`src/hdl/hsv2rgb_pkg.sv`:
```
// Shared types and constants for the HSV to RGB color converter.
// No dependencies; imported by hsv_to_rgb_converter.
package hsv2rgb_pkg;

  // Fixed field widths of the ports
  localparam int unsigned InW  = 18;
  localparam int unsigned OutW = 17;

  // Default number of fractional bits (1.0 is 2**FracBits)
  localparam int unsigned FracBitsDefault = 16;

  // Hue sector, integer part of hue * 6; the wrap code covers hue of exactly one
  typedef enum logic [2:0] {
    SECT_RED_YEL = 3'd0,
    SECT_YEL_GRN = 3'd1,
    SECT_GRN_CYN = 3'd2,
    SECT_CYN_BLU = 3'd3,
    SECT_BLU_MAG = 3'd4,
    SECT_MAG_RED = 3'd5,
    SECT_WRAP    = 3'd6
  } sector_e;

endpackage

```
`src/hdl/hsv_to_rgb_converter.sv`:
```
// Fixed-point HSV to RGB color converter, four register stages.
// Depends on hsv2rgb_pkg (widths, sector codes).
//
// Usage:
//   Input channel in_valid_i / in_ready_o carries hue_i, saturation_i and
//   brightness_i: signed 18-bit, FracBits fractional bits, each clamped to
//   0..1.0 internally. Output channel out_valid_o / out_ready_i carries
//   red_o, green_o and blue_o: unsigned 17-bit, same scaling.
//   Every input transaction yields exactly one output transaction, in order.
// Timing:
//   Throughput is one transaction per cycle while out_ready_i is high; the
//   stages are clamp and hue*6, the first multiplier rank (s*f, s*(1-f),
//   v*(1-s)), the second multiplier rank (v times the q and t factors), and
//   the sector mux into the output register.
// Reset:
//   rst_ni clears all stage valid bits; the pipeline comes up empty and ready.
// Stall:
//   When out_ready_i is low, the output holds and the stages behind it fill
//   bubbles first; in_ready_o drops only once every stage holds a transaction.
module hsv_to_rgb_converter #(
  parameter int unsigned FracBits = hsv2rgb_pkg::FracBitsDefault
) (
  input  logic                               clk_i,
  input  logic                               rst_ni,
  input  logic                               in_valid_i,
  output logic                               in_ready_o,
  input  logic signed [hsv2rgb_pkg::InW-1:0] hue_i,
  input  logic signed [hsv2rgb_pkg::InW-1:0] saturation_i,
  input  logic signed [hsv2rgb_pkg::InW-1:0] brightness_i,
  output logic                               out_valid_o,
  input  logic                               out_ready_i,
  output logic        [hsv2rgb_pkg::OutW-1:0] red_o,
  output logic        [hsv2rgb_pkg::OutW-1:0] green_o,
  output logic        [hsv2rgb_pkg::OutW-1:0] blue_o
);
  import hsv2rgb_pkg::*;

  // Value width holds 0..1.0; compare width also holds any positive input
  localparam int unsigned VW  = FracBits + 1;
  localparam int unsigned XW  = (VW > InW - 1) ? VW : InW - 1;
  localparam int unsigned H6W = VW + 3;
  localparam int unsigned EW  = (VW > OutW) ? VW : OutW;
  localparam logic [XW-1:0] OneX = XW'(1) << FracBits;
  localparam logic [VW-1:0] OneV = VW'(1) << FracBits;

  // Clamp a signed input to 0..1.0
  function automatic logic [VW-1:0] clamp_unit(input logic [InW-1:0] raw);
    logic [XW-1:0] x;
    logic [VW-1:0] res;
    x = XW'(raw[InW-2:0]);
    if (raw[InW-1]) begin
      res = '0;
    end else if (x > OneX) begin
      res = OneV;
    end else begin
      res = VW'(x);
    end
    return res;
  endfunction

  // Stage handshake: a stage loads when empty or when it drains this cycle
  logic v1_q, v2_q, v3_q, v4_q;
  logic adv1, adv2, adv3, adv4;

  assign adv4       = !v4_q || out_ready_i;
  assign adv3       = !v3_q || adv4;
  assign adv2       = !v2_q || adv3;
  assign adv1       = !v1_q || adv2;
  assign in_ready_o = adv1;

  always_ff @(posedge clk_i or negedge rst_ni) begin
    if (!rst_ni) begin
      v1_q <= 1'b0;
      v2_q <= 1'b0;
      v3_q <= 1'b0;
      v4_q <= 1'b0;
    end else begin
      if (adv1) v1_q <= in_valid_i;
      if (adv2) v2_q <= v1_q;
      if (adv3) v3_q <= v2_q;
      if (adv4) v4_q <= v3_q;
    end
  end

  // Stage 1: clamp inputs, form hue * 6 and split into sector and fraction
  logic [VW-1:0]       h_c, s_d, v_d;
  logic [H6W-1:0]      h6_c;
  sector_e             sect_d;
  logic [FracBits-1:0] frac_d;
  logic [VW-1:0]       s1_q, v1v_q;
  sector_e             sect1_q;
  logic [FracBits-1:0] frac1_q;

  always_comb begin
    h_c    = clamp_unit(hue_i);
    s_d    = clamp_unit(saturation_i);
    v_d    = clamp_unit(brightness_i);
    h6_c   = (H6W'(h_c) << 2) + (H6W'(h_c) << 1);
    sect_d = sector_e'(h6_c[FracBits+2:FracBits]);
    frac_d = h6_c[FracBits-1:0];
  end

  always_ff @(posedge clk_i) begin
    if (adv1) begin
      s1_q    <= s_d;
      v1v_q   <= v_d;
      sect1_q <= sect_d;
      frac1_q <= frac_d;
    end
  end

  // Stage 2: s*f, s*(1-f) and p = v*(1-s), each truncated
  logic [VW+FracBits-1:0] sf_prod;
  logic [2*VW-1:0]        sfc_prod, p_prod;
  logic [VW-1:0]          one_m_f, one_m_s;
  logic [VW-1:0]          sf_q, sfc_q, p2_q, v2v_q;
  sector_e                sect2_q;

  always_comb begin
    one_m_f  = OneV - VW'(frac1_q);
    one_m_s  = OneV - s1_q;
    sf_prod  = (VW+FracBits)'(s1_q) * (VW+FracBits)'(frac1_q);
    sfc_prod = (2*VW)'(s1_q) * (2*VW)'(one_m_f);
    p_prod   = (2*VW)'(v1v_q) * (2*VW)'(one_m_s);
  end

  always_ff @(posedge clk_i) begin
    if (adv2) begin
      sf_q    <= sf_prod[VW+FracBits-1:FracBits];
      sfc_q   <= sfc_prod[VW+FracBits-1:FracBits];
      p2_q    <= p_prod[VW+FracBits-1:FracBits];
      v2v_q   <= v1v_q;
      sect2_q <= sect1_q;
    end
  end

  // Stage 3: q = v*(1-s*f) and t = v*(1-s*(1-f))
  logic [2*VW-1:0] q_prod, t_prod;
  logic [VW-1:0]   q3_q, t3_q, p3_q, v3v_q;
  sector_e         sect3_q;

  always_comb begin
    q_prod = (2*VW)'(v2v_q) * (2*VW)'(OneV - sf_q);
    t_prod = (2*VW)'(v2v_q) * (2*VW)'(OneV - sfc_q);
  end

  always_ff @(posedge clk_i) begin
    if (adv3) begin
      q3_q    <= q_prod[VW+FracBits-1:FracBits];
      t3_q    <= t_prod[VW+FracBits-1:FracBits];
      p3_q    <= p2_q;
      v3v_q   <= v2v_q;
      sect3_q <= sect2_q;
    end
  end

  // Stage 4: sector mux into the output register; zero value gives zero terms
  logic [VW-1:0]   r_c, g_c, b_c;
  logic [OutW-1:0] red_q, green_q, blue_q;

  always_comb begin
    unique case (sect3_q)
      SECT_RED_YEL, SECT_WRAP: begin
        r_c = v3v_q; g_c = t3_q;  b_c = p3_q;
      end
      SECT_YEL_GRN: begin
        r_c = q3_q;  g_c = v3v_q; b_c = p3_q;
      end
      SECT_GRN_CYN: begin
        r_c = p3_q;  g_c = v3v_q; b_c = t3_q;
      end
      SECT_CYN_BLU: begin
        r_c = p3_q;  g_c = q3_q;  b_c = v3v_q;
      end
      SECT_BLU_MAG: begin
        r_c = t3_q;  g_c = p3_q;  b_c = v3v_q;
      end
      default: begin
        r_c = v3v_q; g_c = p3_q;  b_c = q3_q;
      end
    endcase
  end

  // Extend or mask to the 17-bit output field
  logic [EW-1:0] r_ext, g_ext, b_ext;
  assign r_ext = EW'(r_c);
  assign g_ext = EW'(g_c);
  assign b_ext = EW'(b_c);

  always_ff @(posedge clk_i) begin
    if (adv4) begin
      red_q   <= r_ext[OutW-1:0];
      green_q <= g_ext[OutW-1:0];
      blue_q  <= b_ext[OutW-1:0];
    end
  end

  assign out_valid_o = v4_q;
  assign red_o       = red_q;
  assign green_o     = green_q;
  assign blue_o      = blue_q;

  // Input backpressure only when every stage is full and the output stalls
  a_full_stall: assert property (@(posedge clk_i) disable iff (!rst_ni)
    !in_ready_o |-> (v1_q && v2_q && v3_q && out_valid_o && !out_ready_i))
    else $error("input stalled while pipeline has room");

  // Shaded terms stay between p and v
  a_term_order: assert property (@(posedge clk_i) disable iff (!rst_ni)
    v3_q |-> (q3_q >= p3_q && t3_q >= p3_q && q3_q <= v3v_q && t3_q <= v3v_q))
    else $error("q or t outside p..v");

  // Zero value leaves all terms zero
  a_black: assert property (@(posedge clk_i) disable iff (!rst_ni)
    (v3_q && v3v_q == '0) |-> (p3_q == '0 && q3_q == '0 && t3_q == '0))
    else $error("nonzero term with zero value");

endmodule
```
`config.mk`:
```
export PLATFORM = sky130hd
export DESIGN_NAME = hsv_to_rgb_converter
export DESIGN_NICKNAME = d
export VERILOG_FILES = /design/src/hdl/hsv2rgb_pkg.sv /design/src/hdl/hsv_to_rgb_converter.sv
export SDC_FILE = /design/constraint.sdc
export NUM_CORES = 2
export LEC_CHECK = 0
export ABC_AREA = 1
export BUFFER_PORTS_ARGS = -buffer_cell sky130_fd_sc_hd__buf_2
export CAP_MARGIN = 10
export CORE_AREA = 5 5 325 295
export DETAILED_ROUTE_END_ITERATION = 7
export DIE_AREA = 0 0 330 300
export MAX_ROUTING_LAYER = met4
export PLACE_DENSITY = 0.8
export SYNTH_ARGS = -nofsm -noshare
export SYNTH_HDL_FRONTEND = slang
export SYNTH_SLANG_ARGS = --single-unit
```
`constraint.sdc`:
```
create_clock -name clk_i -period 13.7 [get_ports clk_i]
set_clock_uncertainty 0.2 [all_clocks]
set_input_delay 1.37 -clock clk_i [delete_from_list [all_inputs] [get_ports clk_i]]
set_output_delay 1.37 -clock clk_i [all_outputs]
set_load 0.02 [all_outputs]
```
==> flow_summary.yaml <==
run_status:
  status: "complete, no violations"
clock_network:
  hold_buffers: 0
  cts_max_path_buffers: 3
  cts_setup_buffers: 0
  cts-resized-gates: 0
  cts_root_buf: "clkbuf_16"
  clk_pin_slew_ns: 0.06
  cts_buffers: 29
  htreeDepth: 1
  tritoncts: "yes"
  clock_sinks: 249
  insertion_delay_ns: 0.63
synth:
  synth_commonest_cells: "1913 x inv_1, 1699 x nand2_1, 1099 x fa_1, 740 x nor2_1, 555 x ha_1"
  syn_area_um2: 59400
  synthTopCellsByArea: "fa_1 37%, edfxtp_1 12%, inv_1 12%, ha_1 12%, nand2_1 11%"
  synthAdderAreaFrac_pct: 48.7
  synth.distinct_cells: 56
  synth_mux_area_share_pct: 0
  synthCells: 7433
  synth_top_family_by_area: "adder cells"
  syn_nets: 9145
  synth_simple_gate_area_share_pct: 19.1
  synth-compound-area-share_pct: 4.48
  ys_ff_latch: 249
  synth.most_common_cell: "inv_1"
  yosysWarnings: 0
  synth-xor-area-share_pct: 1.12
  async_flop_share_pct: 1.61
  synth_top_area_share_pct: 37.0
  synth_edf_count: 245
  yosysTopAreaCell: "fa_1"
  postSynthAreaPerCell_um2: 8.00
  ys_seq_area_share_pct: 12.5
  synth_flop_cell: "edfxtp_1"
worst_setup_path:
  arrival_ns: 8.37
  cp_data_required_time_ns: 13.85
  cp_slowest_cell: "inv_1"
  reg2reg_slack_ns: 5.48
  cpMostUsedCell: "inv_1"
  r2r_end: "p2_q[16]"
  startpoint_type: "register"
  crit_path_max_fanout: 36
  crit_type: "reg -> reg"
  r2r_cells: 30
  end_kind: "register"
  r2r_start: "s1_q[0]"
  critPathMaxStageDelay_ns: 0.60
sta:
  fmax_mhz: 122
  final.min_clock_period_ns: 8.22
  setup_ws_ns: 5.48
  rsz0062_at_grt: "false"
  max-slew-margin-rel_pct: 21.9
  timing.final.crit_share_pct: 60.0
  setup_tns_ns: 0
  finalSetupViolations: 0
  drv_slew: 0
  hold_viol: 0
  worst_slew_pin_slew_ns: 1.17
detailed_routing:
  drtIter0Drc: 5064
  drc: 0
  wirelength_um: 171000
  wl_per_cell_um: 19.8
  num_vias: 49000
  ant_nets: 0
  drt_first_pass_iters: 8
  viasPerCell: 5.66
grt:
  grt_max_degree: 74
  grt.overflow.total: 0
  antenna_found_initial: 8
  grt_pass1_vias: 51300
  grt_pass1_wl_um: 275000
  grt.total_usage_pct: 36.5
floorplan:
  rows: 106
  die_h_um: 300
  initial_core_util_pct: 64.5
  die_x_um: 330
  ios: 111
  coreArea_um2: 92200
  die_area_um2: 99000
min_path:
  hold_start: "p2_q[0]"
  hold-path-endpoint: "p3_q[0]"
  hold_depth: 0
  hold_class: "reg -> reg"
finish:
  syn_to_final_growth_pct: 4.05
  drive_above_1_share_pct: 4.31
  nets: 9098
  ff_latch_area_um2: 7460
  multiInputGateArea_um2: 43600
  fill_cells: 7664
place:
  place_ws_ns: 5.68
  dp_hpwl_um: 136000
  routabilityCongestion: 1.02
  numPortBuffers: 110
flow_run:
  cap_violations: 0
[cell type report]
class                           count  area share [%]
Clock inverter                     22           0.269
Antenna cell                        7          0.0283
Sequential cell                   249            12.1
Multi-Input combinational cell   4992            70.6
Timing Repair Buffer              163            1.53
Inverter                         1951            11.8
Tap cell                         1242            2.51
Clock buffer                       31            1.19
[stage by stage]
stage	hold WS, ns	cell area (µm²)	cells	utilization (%)
finish	0.176	61800	8657	67.1
global route	0.185	61800	8657	67.1
CTS	0.183	61800	8650	67.1
detailed placement	0.205	60900	8597	66.1
global placement	0.202	60900	8597	66.1
floorplan	0.200	59400	7433	-
[kinds of logic after synthesis]
logic type,count (synthesis)
AND/OR/NAND/NOR,2814
AO/OA/AOI/OAI,449
buffers and inverters,2192
XOR/XNOR,75
flip-flops,249
adder cells (fa/ha/maj),1654
[worst max-delay path by stage]
stage,start,endpoint,slack (ns)
2_1_floorplan,out_ready_i,in_ready_o,6.66
5_1_grt,s1_q[0],p2_q[16],5.10
4_1_cts,s1_q[0],p2_q[4],5.68
3_5_place_dp,s1_q[0],p2_q[4],5.68
3_3_place_gp,s1_q[0],p2_q[16],5.82
6_report,s1_q[0],p2_q[16],5.48
[per-layer routing]
| metal | share of wire (%) | GRT usage [%] | wire, µm | vias up |
|---|---|---|---|---|
| met4 | 5.1 | 14.4 | 8750 | 0 |
| met1 | 39 | 48.5 | 67000 | 23700 |
| met5 | 0 | - | 0 | - |
| li1 | - | - | - | 21900 |
| met2 | 43 | 53.9 | 74000 | 2914 |
| met3 | 12 | 9.65 | 21400 | 580 |
[critical path: cells and delay by family, from the launching register on]
kind	cells	cell delay, ns
compound gates	4	1.08
fa+ha+maj	8	3.65
buf+inv	10	1.81
flops	1	0.36
simple gates	8	0.84
[sequential cells by signal, summed over array words and instances, names as in the netlist]
signal and count:
blue_o 17, v1v_q 17, v1_q 1, sfc_q 17, v2v_q 17, frac1_q 15
v2_q 1, v3_q 1, sf_q 17, v3v_q 17, sect3_q 3, p3_q 17
t3_q 17, p2_q 17, red_o 17, green_o 17, s1_q 17, sect2_q 3
out_valid_o 1, sect1_q 3, q3_q 17
[placed cells by master, fill, tap and decap left out, drive strengths merged, types with 2 or more instances in the layout]
master       n
a21oi      168
clkbuf      31
o2111ai     13
nand3      193
diode        7
inv       1941
xor2        51
or3          3
nor2       773
nand2     1714
o21bai      22
fa        1099
edfxtp     245
dfrtp        4
clkinvlp     7
or2         16
buf        163
nor4        23
nand4       35
clkinv      25
a221oi      20
o211ai      12
ha         555
a22oi       21
nor3        39
a31oi        8
and3         2
nand3b      14
xnor2       24
a21o        18
a21boi       9
o21a        12
o21ai      145
Power is left out: the tool's default activity adds up to more than one toggle a clock period on the data nets, which glitch-free logic cannot reach.
